[src/rtl/core/fieldbus_telegram_receiver_assert.svh]
// Assertion helpers shared by the deframer RTL.
`ifndef FIELDBUS_TELEGRAM_RECEIVER_ASSERT_SVH
`define FIELDBUS_TELEGRAM_RECEIVER_ASSERT_SVH

// Same-cycle implication, checked outside reset.
`define FTR_ASSERT_IMPLIES(lbl, clk_s, rstn_s, ante, cons) \
    lbl: assert property (@(posedge clk_s) disable iff (!rstn_s) (ante) |-> (cons)) \
        else $error("deframer assertion failed");

// Next-cycle implication, checked outside reset.
`define FTR_ASSERT_NEXT(lbl, clk_s, rstn_s, ante, cons) \
    lbl: assert property (@(posedge clk_s) disable iff (!rstn_s) (ante) |=> (cons)) \
        else $error("deframer assertion failed");

`endif

[src/rtl/core/ftr_pkg.sv]
`timescale 1ns / 1ps
`default_nettype none

package ftr_pkg;

    // delimiters and fixed codes on the bus
    localparam logic [7:0] START_FIXED = 8'h10;
    localparam logic [7:0] START_VAR   = 8'h68;
    localparam logic [7:0] START_LONG  = 8'hA2;
    localparam logic [7:0] START_TOKEN = 8'hDC;
    localparam logic [7:0] SHORT_ACK   = 8'hE5;
    localparam logic [7:0] END_DELIM   = 8'h16;
    localparam logic [7:0] LONG_REST   = 8'd13;
    localparam logic [7:0] TOKEN_REST  = 8'd2;
    localparam logic [7:0] FIXED_REST  = 8'd5;
    localparam logic [7:0] MIN_LENGTH  = 8'd3;

    localparam int unsigned ADDR_W = 7;

    localparam logic [1:0] KIND_ACK   = 2'd0;
    localparam logic [1:0] KIND_FIXED = 2'd1;
    localparam logic [1:0] KIND_VAR   = 2'd2;
    localparam logic [1:0] KIND_OTHER = 2'd3;

    localparam logic [2:0] ST_OK          = 3'd0;
    localparam logic [2:0] ST_BAD_START   = 3'd1;
    localparam logic [2:0] ST_BAD_HEADER  = 3'd2;
    localparam logic [2:0] ST_BAD_END     = 3'd3;
    localparam logic [2:0] ST_BAD_SUM     = 3'd4;
    localparam logic [2:0] ST_ADDR        = 3'd5;
    localparam logic [2:0] ST_UNSUPPORTED = 3'd6;
    localparam logic [2:0] ST_TIMEOUT     = 3'd7;

    localparam logic CFG_MASTER_ADDRESS   = 1'b0;
    localparam logic CFG_EXPECTED_STATION = 1'b1;

    typedef struct packed {
        logic [7:0] data_byte;
        logic       last;
        logic [1:0] frame_kind;
        logic [7:0] function_code;
        logic [2:0] status;
        logic [7:0] payload_length;
    } ftr_result_t;

endpackage

`default_nettype wire

[src/rtl/core/fieldbus_telegram_receiver.sv]
`timescale 1ns / 1ps
`default_nettype none
`include "fieldbus_telegram_receiver_assert.svh"

// Byte-serial receiver for fieldbus reply telegrams. One received character enters per
// cycle unless the output stalls; it is held in the input register, checked by the
// single-pass deframer logic, and its word, if it makes one, is registered in the
// output register. A payload byte of a variable frame comes out with last = 0 as soon as
// it arrives; every frame closes with one last = 1 word whose status says whether the
// streamed bytes can be kept. While the output is stalled the input register still
// takes one more character.
// Write master_address (index 0) and expected_station (index 1) only while idle.
module fieldbus_telegram_receiver
(
    input  wire logic                       clk,
    input  wire logic                       rst_n,

    input  wire logic                       in_valid,
    output logic                            in_ready,
    input  wire logic [7:0]                 rx_byte,
    input  wire logic                       gap_expired,

    output logic                            out_valid,
    input  wire logic                       out_ready,
    output logic [7:0]                      data_byte,
    output logic                            last,
    output logic [1:0]                      frame_kind,
    output logic [7:0]                      function_code,
    output logic [2:0]                      status,
    output logic [7:0]                      payload_length,

    input  wire logic                       cfg_valid,
    output logic                            cfg_ready,
    input  wire logic                       cfg_index,
    input  wire logic [ftr_pkg::ADDR_W-1:0] cfg_data
);

    logic                        in_valid_reg, in_valid_next;
    logic [7:0]                  in_byte_reg;
    logic                        in_gap_reg;
    logic                        out_valid_reg, out_valid_next;
    ftr_pkg::ftr_result_t        res_reg;
    logic [ftr_pkg::ADDR_W-1:0]  master_reg, expected_reg;

    logic                        advance;
    logic                        res_valid;
    ftr_pkg::ftr_result_t        res;

    // the held word moves on whenever the output register is free or being drained
    assign advance   = in_valid_reg && (!out_valid_reg || out_ready);
    assign in_ready  = !in_valid_reg || advance;
    assign cfg_ready = 1'b1;

    always_comb
    begin
        in_valid_next = in_valid_reg;
        if (in_valid && in_ready)
            in_valid_next = 1'b1;
        else if (advance)
            in_valid_next = 1'b0;

        out_valid_next = out_valid_reg;
        if (advance)
            out_valid_next = res_valid;
        else if (out_ready)
            out_valid_next = 1'b0;
    end

    always_ff @(posedge clk or negedge rst_n)
    begin
        if (!rst_n)
        begin
            in_valid_reg  <= 1'b0;
            out_valid_reg <= 1'b0;
            master_reg    <= ftr_pkg::ADDR_W'(1);
            expected_reg  <= ftr_pkg::ADDR_W'(2);
        end
        else
        begin
            in_valid_reg  <= in_valid_next;
            out_valid_reg <= out_valid_next;
            if (cfg_valid && cfg_ready)
            begin
                unique case (cfg_index)
                    ftr_pkg::CFG_MASTER_ADDRESS:   master_reg   <= cfg_data;
                    ftr_pkg::CFG_EXPECTED_STATION: expected_reg <= cfg_data;
                    default:                       master_reg   <= master_reg;
                endcase
            end
        end
    end

    always_ff @(posedge clk)
    begin
        if (in_valid && in_ready)
        begin
            in_byte_reg <= rx_byte;
            in_gap_reg  <= gap_expired;
        end
        if (advance && res_valid)
            res_reg <= res;
    end

    ftr_deframer u_deframer
    (
        .clk              (clk),
        .rst_n            (rst_n),
        .step_en          (advance),
        .rx_byte          (in_byte_reg),
        .gap_expired      (in_gap_reg),
        .master_address   (master_reg),
        .expected_station (expected_reg),
        .res_valid        (res_valid),
        .res              (res)
    );

    assign out_valid      = out_valid_reg;
    assign data_byte      = res_reg.data_byte;
    assign last           = res_reg.last;
    assign frame_kind     = res_reg.frame_kind;
    assign function_code  = res_reg.function_code;
    assign status         = res_reg.status;
    assign payload_length = res_reg.payload_length;

    `FTR_ASSERT_IMPLIES(a_stall_blocks_input, clk, rst_n, in_valid_reg && out_valid_reg && !out_ready, !in_ready)
    `FTR_ASSERT_IMPLIES(a_report_no_data, clk, rst_n, out_valid_reg && res_reg.last, res_reg.data_byte == 8'd0)
    `FTR_ASSERT_IMPLIES(a_payload_word_var, clk, rst_n, out_valid_reg && !res_reg.last, (res_reg.frame_kind == ftr_pkg::KIND_VAR) && (res_reg.payload_length != 8'd0))

endmodule

`default_nettype wire

[src/rtl/core/ftr_deframer.sv]
`timescale 1ns / 1ps
`default_nettype none
`include "fieldbus_telegram_receiver_assert.svh"

module ftr_deframer
(
    input  wire logic                       clk,
    input  wire logic                       rst_n,
    input  wire logic                       step_en,
    input  wire logic [7:0]                 rx_byte,
    input  wire logic                       gap_expired,
    input  wire logic [ftr_pkg::ADDR_W-1:0] master_address,
    input  wire logic [ftr_pkg::ADDR_W-1:0] expected_station,
    output logic                            res_valid,
    output ftr_pkg::ftr_result_t            res
);

    localparam logic [3:0] PH_IDLE       = 4'd0;
    localparam logic [3:0] PH_FIXED      = 4'd1;
    localparam logic [3:0] PH_LEN1       = 4'd2;
    localparam logic [3:0] PH_LEN2       = 4'd3;
    localparam logic [3:0] PH_SD2        = 4'd4;
    localparam logic [3:0] PH_BODY       = 4'd5;
    localparam logic [3:0] PH_FCS        = 4'd6;
    localparam logic [3:0] PH_END        = 4'd7;
    localparam logic [3:0] PH_SKIP_LONG  = 4'd8;
    localparam logic [3:0] PH_SKIP_TOKEN = 4'd9;

    logic [3:0] phase_reg, phase_next;
    logic [7:0] bytes_left_reg, bytes_left_next;
    logic [7:0] frame_length_reg, frame_length_next;
    logic [7:0] length_copy_reg, length_copy_next;
    logic [7:0] sum_reg, sum_next;
    logic [1:0] kind_reg, kind_next;
    logic [7:0] dest_reg, dest_next;
    logic [7:0] src_reg, src_next;
    logic [7:0] func_reg, func_next;
    logic [7:0] body_index_reg, body_index_next;
    logic [7:0] payload_count_reg, payload_count_next;

    logic [7:0] data_start;

    // address extension bits push the first payload byte back
    assign data_start = 8'd3 + {7'd0, dest_reg[7]} + {7'd0, src_reg[7]};

    always_comb
    begin
        phase_next         = phase_reg;
        bytes_left_next    = bytes_left_reg;
        frame_length_next  = frame_length_reg;
        length_copy_next   = length_copy_reg;
        sum_next           = sum_reg;
        kind_next          = kind_reg;
        dest_next          = dest_reg;
        src_next           = src_reg;
        func_next          = func_reg;
        body_index_next    = body_index_reg;
        payload_count_next = payload_count_reg;

        res_valid          = 1'b0;
        res.data_byte      = 8'd0;
        res.last           = 1'b1;
        res.frame_kind     = kind_reg;
        res.function_code  = 8'd0;
        res.status         = ftr_pkg::ST_OK;
        res.payload_length = payload_count_reg;

        if (gap_expired)
        begin
            if (phase_reg != PH_IDLE)
            begin
                res_valid         = 1'b1;
                res.function_code = func_reg;
                res.status        = ftr_pkg::ST_TIMEOUT;
                phase_next        = PH_IDLE;
            end
        end
        else
        begin
            unique case (phase_reg)
                PH_IDLE:
                begin
                    // every start byte opens a fresh frame context
                    bytes_left_next    = 8'd0;
                    frame_length_next  = 8'd0;
                    length_copy_next   = 8'd0;
                    sum_next           = 8'd0;
                    dest_next          = 8'd0;
                    src_next           = 8'd0;
                    func_next          = 8'd0;
                    body_index_next    = 8'd0;
                    payload_count_next = 8'd0;
                    res.payload_length = 8'd0;
                    priority if (rx_byte == ftr_pkg::SHORT_ACK)
                    begin
                        kind_next      = ftr_pkg::KIND_ACK;
                        res_valid      = 1'b1;
                        res.frame_kind = ftr_pkg::KIND_ACK;
                    end
                    else if (rx_byte == ftr_pkg::START_FIXED)
                    begin
                        kind_next       = ftr_pkg::KIND_FIXED;
                        bytes_left_next = ftr_pkg::FIXED_REST;
                        phase_next      = PH_FIXED;
                    end
                    else if (rx_byte == ftr_pkg::START_VAR)
                    begin
                        kind_next  = ftr_pkg::KIND_VAR;
                        phase_next = PH_LEN1;
                    end
                    else if (rx_byte == ftr_pkg::START_LONG)
                    begin
                        kind_next       = ftr_pkg::KIND_OTHER;
                        bytes_left_next = ftr_pkg::LONG_REST;
                        phase_next      = PH_SKIP_LONG;
                    end
                    else if (rx_byte == ftr_pkg::START_TOKEN)
                    begin
                        kind_next       = ftr_pkg::KIND_OTHER;
                        bytes_left_next = ftr_pkg::TOKEN_REST;
                        phase_next      = PH_SKIP_TOKEN;
                    end
                    else
                    begin
                        kind_next      = ftr_pkg::KIND_OTHER;
                        res_valid      = 1'b1;
                        res.frame_kind = ftr_pkg::KIND_OTHER;
                        res.status     = ftr_pkg::ST_BAD_START;
                    end
                end

                PH_FIXED:
                begin
                    if (body_index_reg == 8'd0)
                        dest_next = rx_byte;
                    else if (body_index_reg == 8'd1)
                        src_next = rx_byte;
                    else if (body_index_reg == 8'd2)
                        func_next = rx_byte;
                    if (body_index_reg < 8'd3)
                        sum_next = sum_reg + rx_byte;
                    else if (body_index_reg == 8'd3)
                        sum_next = sum_reg - rx_byte;
                    body_index_next = body_index_reg + 8'd1;
                    bytes_left_next = bytes_left_reg - 8'd1;
                    if (bytes_left_next == 8'd0)
                    begin
                        res_valid         = 1'b1;
                        res.frame_kind    = ftr_pkg::KIND_FIXED;
                        res.function_code = func_next;
                        phase_next        = PH_IDLE;
                        if (rx_byte != ftr_pkg::END_DELIM)
                            res.status = ftr_pkg::ST_BAD_END;
                        else if (sum_next != 8'd0)
                            res.status = ftr_pkg::ST_BAD_SUM;
                    end
                end

                PH_LEN1:
                begin
                    frame_length_next = rx_byte;
                    phase_next        = PH_LEN2;
                end

                PH_LEN2:
                begin
                    length_copy_next = rx_byte;
                    phase_next       = PH_SD2;
                end

                PH_SD2:
                begin
                    if (frame_length_reg != length_copy_reg || rx_byte != ftr_pkg::START_VAR
                        || frame_length_reg < ftr_pkg::MIN_LENGTH)
                    begin
                        res_valid      = 1'b1;
                        res.frame_kind = ftr_pkg::KIND_VAR;
                        res.status     = ftr_pkg::ST_BAD_HEADER;
                        phase_next     = PH_IDLE;
                    end
                    else
                    begin
                        bytes_left_next = frame_length_reg;
                        phase_next      = PH_BODY;
                    end
                end

                PH_BODY:
                begin
                    if (body_index_reg == 8'd0)
                        dest_next = rx_byte;
                    else if (body_index_reg == 8'd1)
                        src_next = rx_byte;
                    else if (body_index_reg == 8'd2)
                        func_next = rx_byte;
                    else if (body_index_reg >= data_start)
                    begin
                        payload_count_next = payload_count_reg + 8'd1;
                        res_valid          = 1'b1;
                        res.data_byte      = rx_byte;
                        res.last           = 1'b0;
                        res.frame_kind     = ftr_pkg::KIND_VAR;
                        res.function_code  = func_reg;
                        res.payload_length = payload_count_next;
                    end
                    sum_next        = sum_reg + rx_byte;
                    body_index_next = body_index_reg + 8'd1;
                    bytes_left_next = bytes_left_reg - 8'd1;
                    if (bytes_left_next == 8'd0)
                        phase_next = PH_FCS;
                end

                PH_FCS:
                begin
                    sum_next   = sum_reg - rx_byte;
                    phase_next = PH_END;
                end

                PH_END:
                begin
                    res_valid         = 1'b1;
                    res.frame_kind    = ftr_pkg::KIND_VAR;
                    res.function_code = func_reg;
                    phase_next        = PH_IDLE;
                    if (rx_byte != ftr_pkg::END_DELIM)
                        res.status = ftr_pkg::ST_BAD_END;
                    else if (sum_reg != 8'd0)
                        res.status = ftr_pkg::ST_BAD_SUM;
                    else if (dest_reg[ftr_pkg::ADDR_W-1:0] != master_address
                             || src_reg[ftr_pkg::ADDR_W-1:0] != expected_station)
                        res.status = ftr_pkg::ST_ADDR;
                end

                PH_SKIP_LONG:
                begin
                    bytes_left_next = bytes_left_reg - 8'd1;
                    if (bytes_left_next == 8'd0)
                    begin
                        res_valid      = 1'b1;
                        res.frame_kind = ftr_pkg::KIND_OTHER;
                        res.status     = (rx_byte != ftr_pkg::END_DELIM) ?
                                         ftr_pkg::ST_BAD_END : ftr_pkg::ST_UNSUPPORTED;
                        phase_next     = PH_IDLE;
                    end
                end

                PH_SKIP_TOKEN:
                begin
                    bytes_left_next = bytes_left_reg - 8'd1;
                    if (bytes_left_next == 8'd0)
                    begin
                        res_valid      = 1'b1;
                        res.frame_kind = ftr_pkg::KIND_OTHER;
                        res.status     = ftr_pkg::ST_UNSUPPORTED;
                        phase_next     = PH_IDLE;
                    end
                end

                default:
                begin
                    phase_next = PH_IDLE;
                end
            endcase
        end
    end

    always_ff @(posedge clk or negedge rst_n)
    begin
        if (!rst_n)
        begin
            phase_reg         <= PH_IDLE;
            bytes_left_reg    <= 8'd0;
            frame_length_reg  <= 8'd0;
            length_copy_reg   <= 8'd0;
            sum_reg           <= 8'd0;
            kind_reg          <= ftr_pkg::KIND_ACK;
            dest_reg          <= 8'd0;
            src_reg           <= 8'd0;
            func_reg          <= 8'd0;
            body_index_reg    <= 8'd0;
            payload_count_reg <= 8'd0;
        end
        else if (step_en)
        begin
            phase_reg         <= phase_next;
            bytes_left_reg    <= bytes_left_next;
            frame_length_reg  <= frame_length_next;
            length_copy_reg   <= length_copy_next;
            sum_reg           <= sum_next;
            kind_reg          <= kind_next;
            dest_reg          <= dest_next;
            src_reg           <= src_next;
            func_reg          <= func_next;
            body_index_reg    <= body_index_next;
            payload_count_reg <= payload_count_next;
        end
    end

    `FTR_ASSERT_NEXT(a_report_returns_idle, clk, rst_n, step_en && res_valid && res.last, phase_reg == PH_IDLE)
    `FTR_ASSERT_IMPLIES(a_body_min_length, clk, rst_n, phase_reg == PH_BODY, frame_length_reg >= ftr_pkg::MIN_LENGTH)
    `FTR_ASSERT_IMPLIES(a_fixed_index_range, clk, rst_n, phase_reg == PH_FIXED, body_index_reg < ftr_pkg::FIXED_REST)

endmodule

`default_nettype wire
[config.mk]
export PLATFORM = sky130hd
export DESIGN_NAME = fieldbus_telegram_receiver
export DESIGN_NICKNAME = d
export VERILOG_FILES = /design/src/rtl/core/ftr_pkg.sv /design/src/rtl/core/fieldbus_telegram_receiver.sv /design/src/rtl/core/ftr_deframer.sv
export VERILOG_INCLUDE_DIRS = /design/src /design/src/rtl/core
export SDC_FILE = /design/constraint.sdc
export NUM_CORES = 1
export LEC_CHECK = 0
export BUFFER_PORTS_ARGS = -buffer_cell sky130_fd_sc_hd__buf_2
export CORE_MARGIN = 1
export CORE_UTILIZATION = 60
export DETAILED_ROUTE_END_ITERATION = 10
export HOLD_SLACK_MARGIN = 0.03
export PLACE_DENSITY = 0.78
export SYNTH_ARGS = -nofsm -noshare
export SYNTH_HDL_FRONTEND = slang
export SYNTH_SLANG_ARGS = --single-unit
[constraint.sdc]
create_clock -name clk -period 5.4 [get_ports clk]
set_clock_uncertainty 0.05 [all_clocks]
set_input_delay 0.27 -clock clk [delete_from_list [all_inputs] [get_ports clk]]
set_output_delay 0.27 -clock clk [all_outputs]
set_load 0.01 [all_outputs]
### Yosys cells after proc, flatten, opt, wreduce, memory -nomap -nowiden

Index checks and enable logic that the tools add are counted.

| operators by class | value |
|---|---|
| bitwise logic cells | 4 |
| eq/ne operators | 31 |
| $lt $le $gt $ge | 3 |
| reduce and logical (&&, ||, !) cells | 40 |
| muxes and demuxes | 94 |
| $add $sub $neg | 7 |

Operators with widths:

| operator | count |
|---|---|
| $mux W8 | 20 |
| $pmux W8 S2 | 7 |
| $mux W19 | 4 |
| $pmux W8 S3 | 2 |
| $mux W3 | 13 |
| $mux W4 | 9 |
| $pmux W8 S4 | 1 |
| $pmux W4 S7 | 1 |
| $eq A8 B8 Y1 const B | 3 |
| $mux W2 | 12 |
| $mux W11 | 2 |
| $mux W1 | 19 |
| $pmux W3 S6 | 1 |
| $add A8 B1 Y8 const B | 2 |
| $eq A4 B3 Y1 const B | 4 |
| $eq A8 B2 Y1 const B | 2 |
| $logic_not A8 Y1 | 2 |
| $lt A8 B2 Y1 const B | 2 |
| $reduce_bool A8 Y1 | 2 |
| $reduce_and A3 Y1 | 5 |
| $ne A7 B7 Y1 | 2 |
| $mux W13 | 1 |
| $pmux W2 S6 | 1 |
| $reduce_bool A2 Y1 | 5 |
| other kinds (38) | 57 |

| storage, ports and cells | value |
|---|---|
| output and inout port bits | 33 |
| flip-flop bits (word level) | 133 |
| input port bits | 22 |
| word-level logic and storage cells | 202 |

### Depth between registers and ports, before layout

| logic depth | value |
|---|---|
| word-level depth | 11 |
| gate-level depth with buffers | 12 |
| depth with buffers taken out | 12 |

### By module

From an unflattened synthesis, not the netlist that was laid out.

| unflattened totals | value |
|---|---|
| cells, all modules | 805 |
| area, all modules | 7717.4 sq um |

By module, submodules not included:

| module | cells an instance | area an instance (sq um) | seq. area each (sq um) | instances |
|---|---|---|---|---|
| ftr_deframer | 723 | 5870.6 | 1951.9 | 1 |
| fieldbus_telegram_receiver | 82 | 1846.8 | 1574.0 | 1 |

### Least setup slack after synthesis

OpenSTA, ideal clock, no wires.

| timing path | value |
|---|---|
| path type | register to register |
| from | reg u_deframer.dest_reg[7] |
| to | reg res_reg, in the netlist data_byte[0] (enable) |
| library setup time | 455 ps |
| buffers on the path | 0 |
| arrival | 3821 ps |
| data required time | 4895 ps |
| period minus slack after synthesis | 4326 ps |
| setup slack | 1074 ps |
| cell stages (with the launch flop) | 13 |
| cells stage by stage | dfrtp_1 inv_1 ha_1 inv_1 ha_1 nand2b_1 a21o_1 a21oi_1 o21ai_0 nand2_1 nand3_1 nor3_1 nor3_1 |

| between the ends | value |
|---|---|
| cells in the longest elaborated chain, start to end | 10 |

RTL lines:

| what | RTL line | RTL |
|---|---|---|
| start, declared | ftr_deframer.sv:35 | `logic [7:0] dest_reg, dest_next;` |
| start signal, assigned | ftr_deframer.sv:291 | `dest_reg <= dest_next;` |
| $add A2 B1 Y3 | ftr_deframer.sv:44 | `assign data_start = 8'd3 + {7'd0, dest_reg[7]} + {7'd0, src_reg[7]};` |
| $add A8 B1 Y8 | ftr_deframer.sv:44 |  |
| $ge A8 B8 Y1 | ftr_deframer.sv:196 | `else if (body_index_reg >= data_start)` |
| $mux W1 | ftr_deframer.sv:196 |  |
| $mux W1 | ftr_deframer.sv:194 | `else if (body_index_reg == 8'd2)` |
| $mux W1 | ftr_deframer.sv:192 | `else if (body_index_reg == 8'd1)` |
| $mux W1 | ftr_deframer.sv:190 | `if (body_index_reg == 8'd0)` |
| $pmux W1 S5 | ftr_deframer.sv:80 | `unique case (phase_reg)` |
| $mux W1 | ftr_deframer.sv:68 | `if (gap_expired)` |
| $logic_and A1 B1 Y1 | fieldbus_telegram_receiver.sv:100 | `if (advance && res_valid)` |
| end signal, assigned | fieldbus_telegram_receiver.sv:101 | `res_reg <= res;` |
| end, declared | fieldbus_telegram_receiver.sv:42 | `ftr_pkg::ftr_result_t res_reg;` |

No other way between the ends.
A chain may end at the register's enable or synchronous reset.

==> flow_metrics.tcl <==
set metrics [dict create \
    status "complete, no violations" \
    yosys.area.top_type "dfrtp_1" \
    drt_wl_total_mm 20.7 \
    yosys_register_bits 133 \
    final_layout_size_suffix_gt1_share_pct 17.2 \
    drtIter0Drc 641 \
    clk_root_buffer_cell "clkbuf_16" \
    fin_setup_tns_ns 0 \
    first_pass_iters 8 \
    cts_tree "yes" \
    num_vias 6624 \
    die_area_mm2 0.0135 \
    cts_hold_buf 14 \
    h-tree-depth 4 \
    avgSynthCellArea_um2 9.86 \
    cp_data_required_time_ns 5.52 \
    yosys-top-cells-count "dfrtp_1 (92), nand2_1 (87), nor2_1 (55), o21ai_0 (52), edfxtp_1 (39)" \
    synth_fp_nets 845 \
    crit_type "register to register" \
    fin_util_pct 70.0 \
    crit_chain "inv_1 > ha_1 > nor2b_1 > nor3_1 > o41ai_1 > a311o_1 > xor2_1 > o2111ai_1 > a211oi_1 > o21ai_1" \
    crit_path_max_incr_delay_ns 0.69 \
    grt_pass1_vias 6273 \
    min_period_ns 3.71 \
    clock_latency_ns 0.43 \
    cp_data_arrival_time_ns 3.83 \
    yosys_warnings 0 \
    cts_sinks 133 \
    place_congestion 0.964 \
    syn_inst 796 \
    wl_per_cell_um 20.2 \
    grt_start_max_net_pins 50 \
    maxCapViolations 0 \
    antenna_cells 0 \
    drc_errors 0 \
    relSlewSlack_pct 27.5 \
    synth_cell_types 88 \
    ys_async_sr_fraction_pct 70.7 \
    cts_buffer_depth 2 \
    grt_overflow 0 \
    antenna_found_initial 0 \
    min_period_over_period_pct 68.7 \
    max_freq_mhz 269 \
    ioPinCount 55 \
    placementRows 41 \
    yosysMostFrequentCell "dfrtp_1" \
    total_power_mw 4.40 \
    start_kind "register" \
    yosysTopAreaCellShare_pct 29.3 \
    io_buffers 53 \
    crit_family "compound AO/OA/AOI/OAI gates" \
    cts_setup_buffers 0 \
    worstMarginPinSlew_ns 1.08 \
    p_leak_nw 3.77 \
    syn_to_final_growth_pct 12.9 \
    dieHeight_um 116 \
    synth-edff-count 39 \
    hp-class "input port to register" \
    ctsResizeCount 0 \
    dp_hpwl_mm 14.6 \
    clk_transition_reported_paths_ns 0.06 \
    synth_area_leaders "dfrtp_1 (29%), edfxtp_1 (15%), nand2_1 (4.2%)" \
    synth-main-ff-cell "dfrtp_1" \
    cts_inserted_buffers 17 \
    grt_pass1_wl_mm 33.0 \
    slowest_stage "edfxtp_1" \
    setup_viol 0 \
    worst_setup_path_end_kind "register" \
    ys_seq_area_share_pct 44.9 \
    power.density_mw_per_mm2 496 \
    peakVddDrop_mv 0.295 \
    fin_nets 892 \
    final_antenna_net_count 0 \
    core_area_mm2 0.0127 \
    die_w_um 116 \
    maxSlewViolCount 0 \
    fill_cells 964 \
    start_util_pct 62.0 \
    netlist_area_mm2 0.00785 \
    viasPerCell 6.44 \
    finalHoldViolations 0 \
    path_max_fanout 10 \
    rsz0062_at_grt "no" \
    grt_use_total_pct 32.7 \
    critPathBufInv 1 \
]
[area by class of cell]
type	instances	area, µm²	share of cell area (%)
sequential	133	3530	39.8
multi-input combinational	589	4000	45.1
clock buffer	19	464	5.23
inverter	32	120	1.35
tap	172	215	2.43
clock inverter	13	110	1.24
timing repair buffer	70	430	4.85
[cells by family after synthesis]
family	Yosys count	synth area share (%)
and+or+nand+nor	295	20.6
AOI/OAI and AO/OA	206	18.5
DFF	133	44.9
buffers and inverters	74	4.19
xor gates and xnor gates	38	4.24
adders and majority gates	27	4.49
muxes	22	3.04
other	1	0.0478
[metal layers]
metal  vias to the layer above  GRT usage (%)  wire, µm
met5                         -              0         0
met4                         0           18.8       948
met3                        70           6.90      1710
met2                       357           51.8      9820
met1                      3180           41.8      8250
li1                       3017              -         -
[cells in the final DEF (no fill, tap or decap), types with 6 or more instances in the layout]
| cell | instances |
|---|---|
| mux2i_1 | 7 |
| ha_1 | 25 |
| o21ai_1 | 20 |
| nand4_1 | 6 |
| mux2_2 | 15 |
| a221o_1 | 6 |
| o31ai_1 | 16 |
| o21ai_2 | 7 |
| a21oi_1 | 20 |
| xor2_1 | 18 |
| nor2b_1 | 11 |
| dfrtp_1 | 92 |
| nand2_1 | 87 |
| nor4_1 | 8 |
| nand3_1 | 37 |
| a22o_1 | 17 |
| nor2_1 | 55 |
| inv_1 | 31 |
| nand3b_1 | 6 |
| xnor2_1 | 20 |
| dlygate4sd3_1 | 14 |
| clkbuf_16 | 18 |
| a211oi_1 | 7 |
| edfxtp_1 | 39 |
| buf_2 | 52 |
| nor3_1 | 17 |
| nand2b_1 | 12 |
| o21ai_0 | 52 |
[final timing paths]
path | startpoint | depth (start not counted) | slack (ns) | endpoint
hold reg to reg | u_deframer.dest_reg[7]$_DFFE_PN0P_ | 2 | 0.44 | u_deframer.dest_reg[7]$_DFFE_PN0P_
setup / recovery | in_byte_reg[3]$_DFFE_PP_ | 10 | 1.69 | status[2]$_DFFE_PP_
setup reg to reg | in_byte_reg[3]$_DFFE_PP_ | 10 | 1.69 | status[2]$_DFFE_PP_
max in group asynchronous | rst_n | 3 | 3.88 | in_valid_reg$_DFFE_PN0P_
hold / removal | cfg_data[1] | 2 | 0.04 | master_reg[1]$_DFFE_PN0P_
min in group asynchronous | rst_n | 2 | 0.35 | u_deframer.payload_count_reg[3]$_DFFE_PN0P_
[through the flow]
stage / instances / cell area [µm²] / setup slack (ns) / hold WS [ns]
after global placement: 982 / 8150 / 1.87 / 0.264
after global routing: 1028 / 8870 / 1.51 / 0.0451
after detailed placement: 982 / 8150 / 1.77 / 0.278
after floorplan: 796 / 7850 / 1.07 / -0.0756
final: 1028 / 8870 / 1.69 / 0.0390
after CTS: 1028 / 8870 / 1.78 / 0.0304
[power breakdown]
part | internal (mW) | leakage (nW) | switching (mW) | total (mW)
sequential | 1.31 | 1.63 | 0.262 | 1.57
clock | 0.640 | 0.281 | 0.482 | 1.12
combinational | 0.659 | 1.86 | 1.05 | 1.71
total | 2.60 | 3.77 | 1.79 | 4.40
Note: power is estimated with default switching activity, not from simulation.
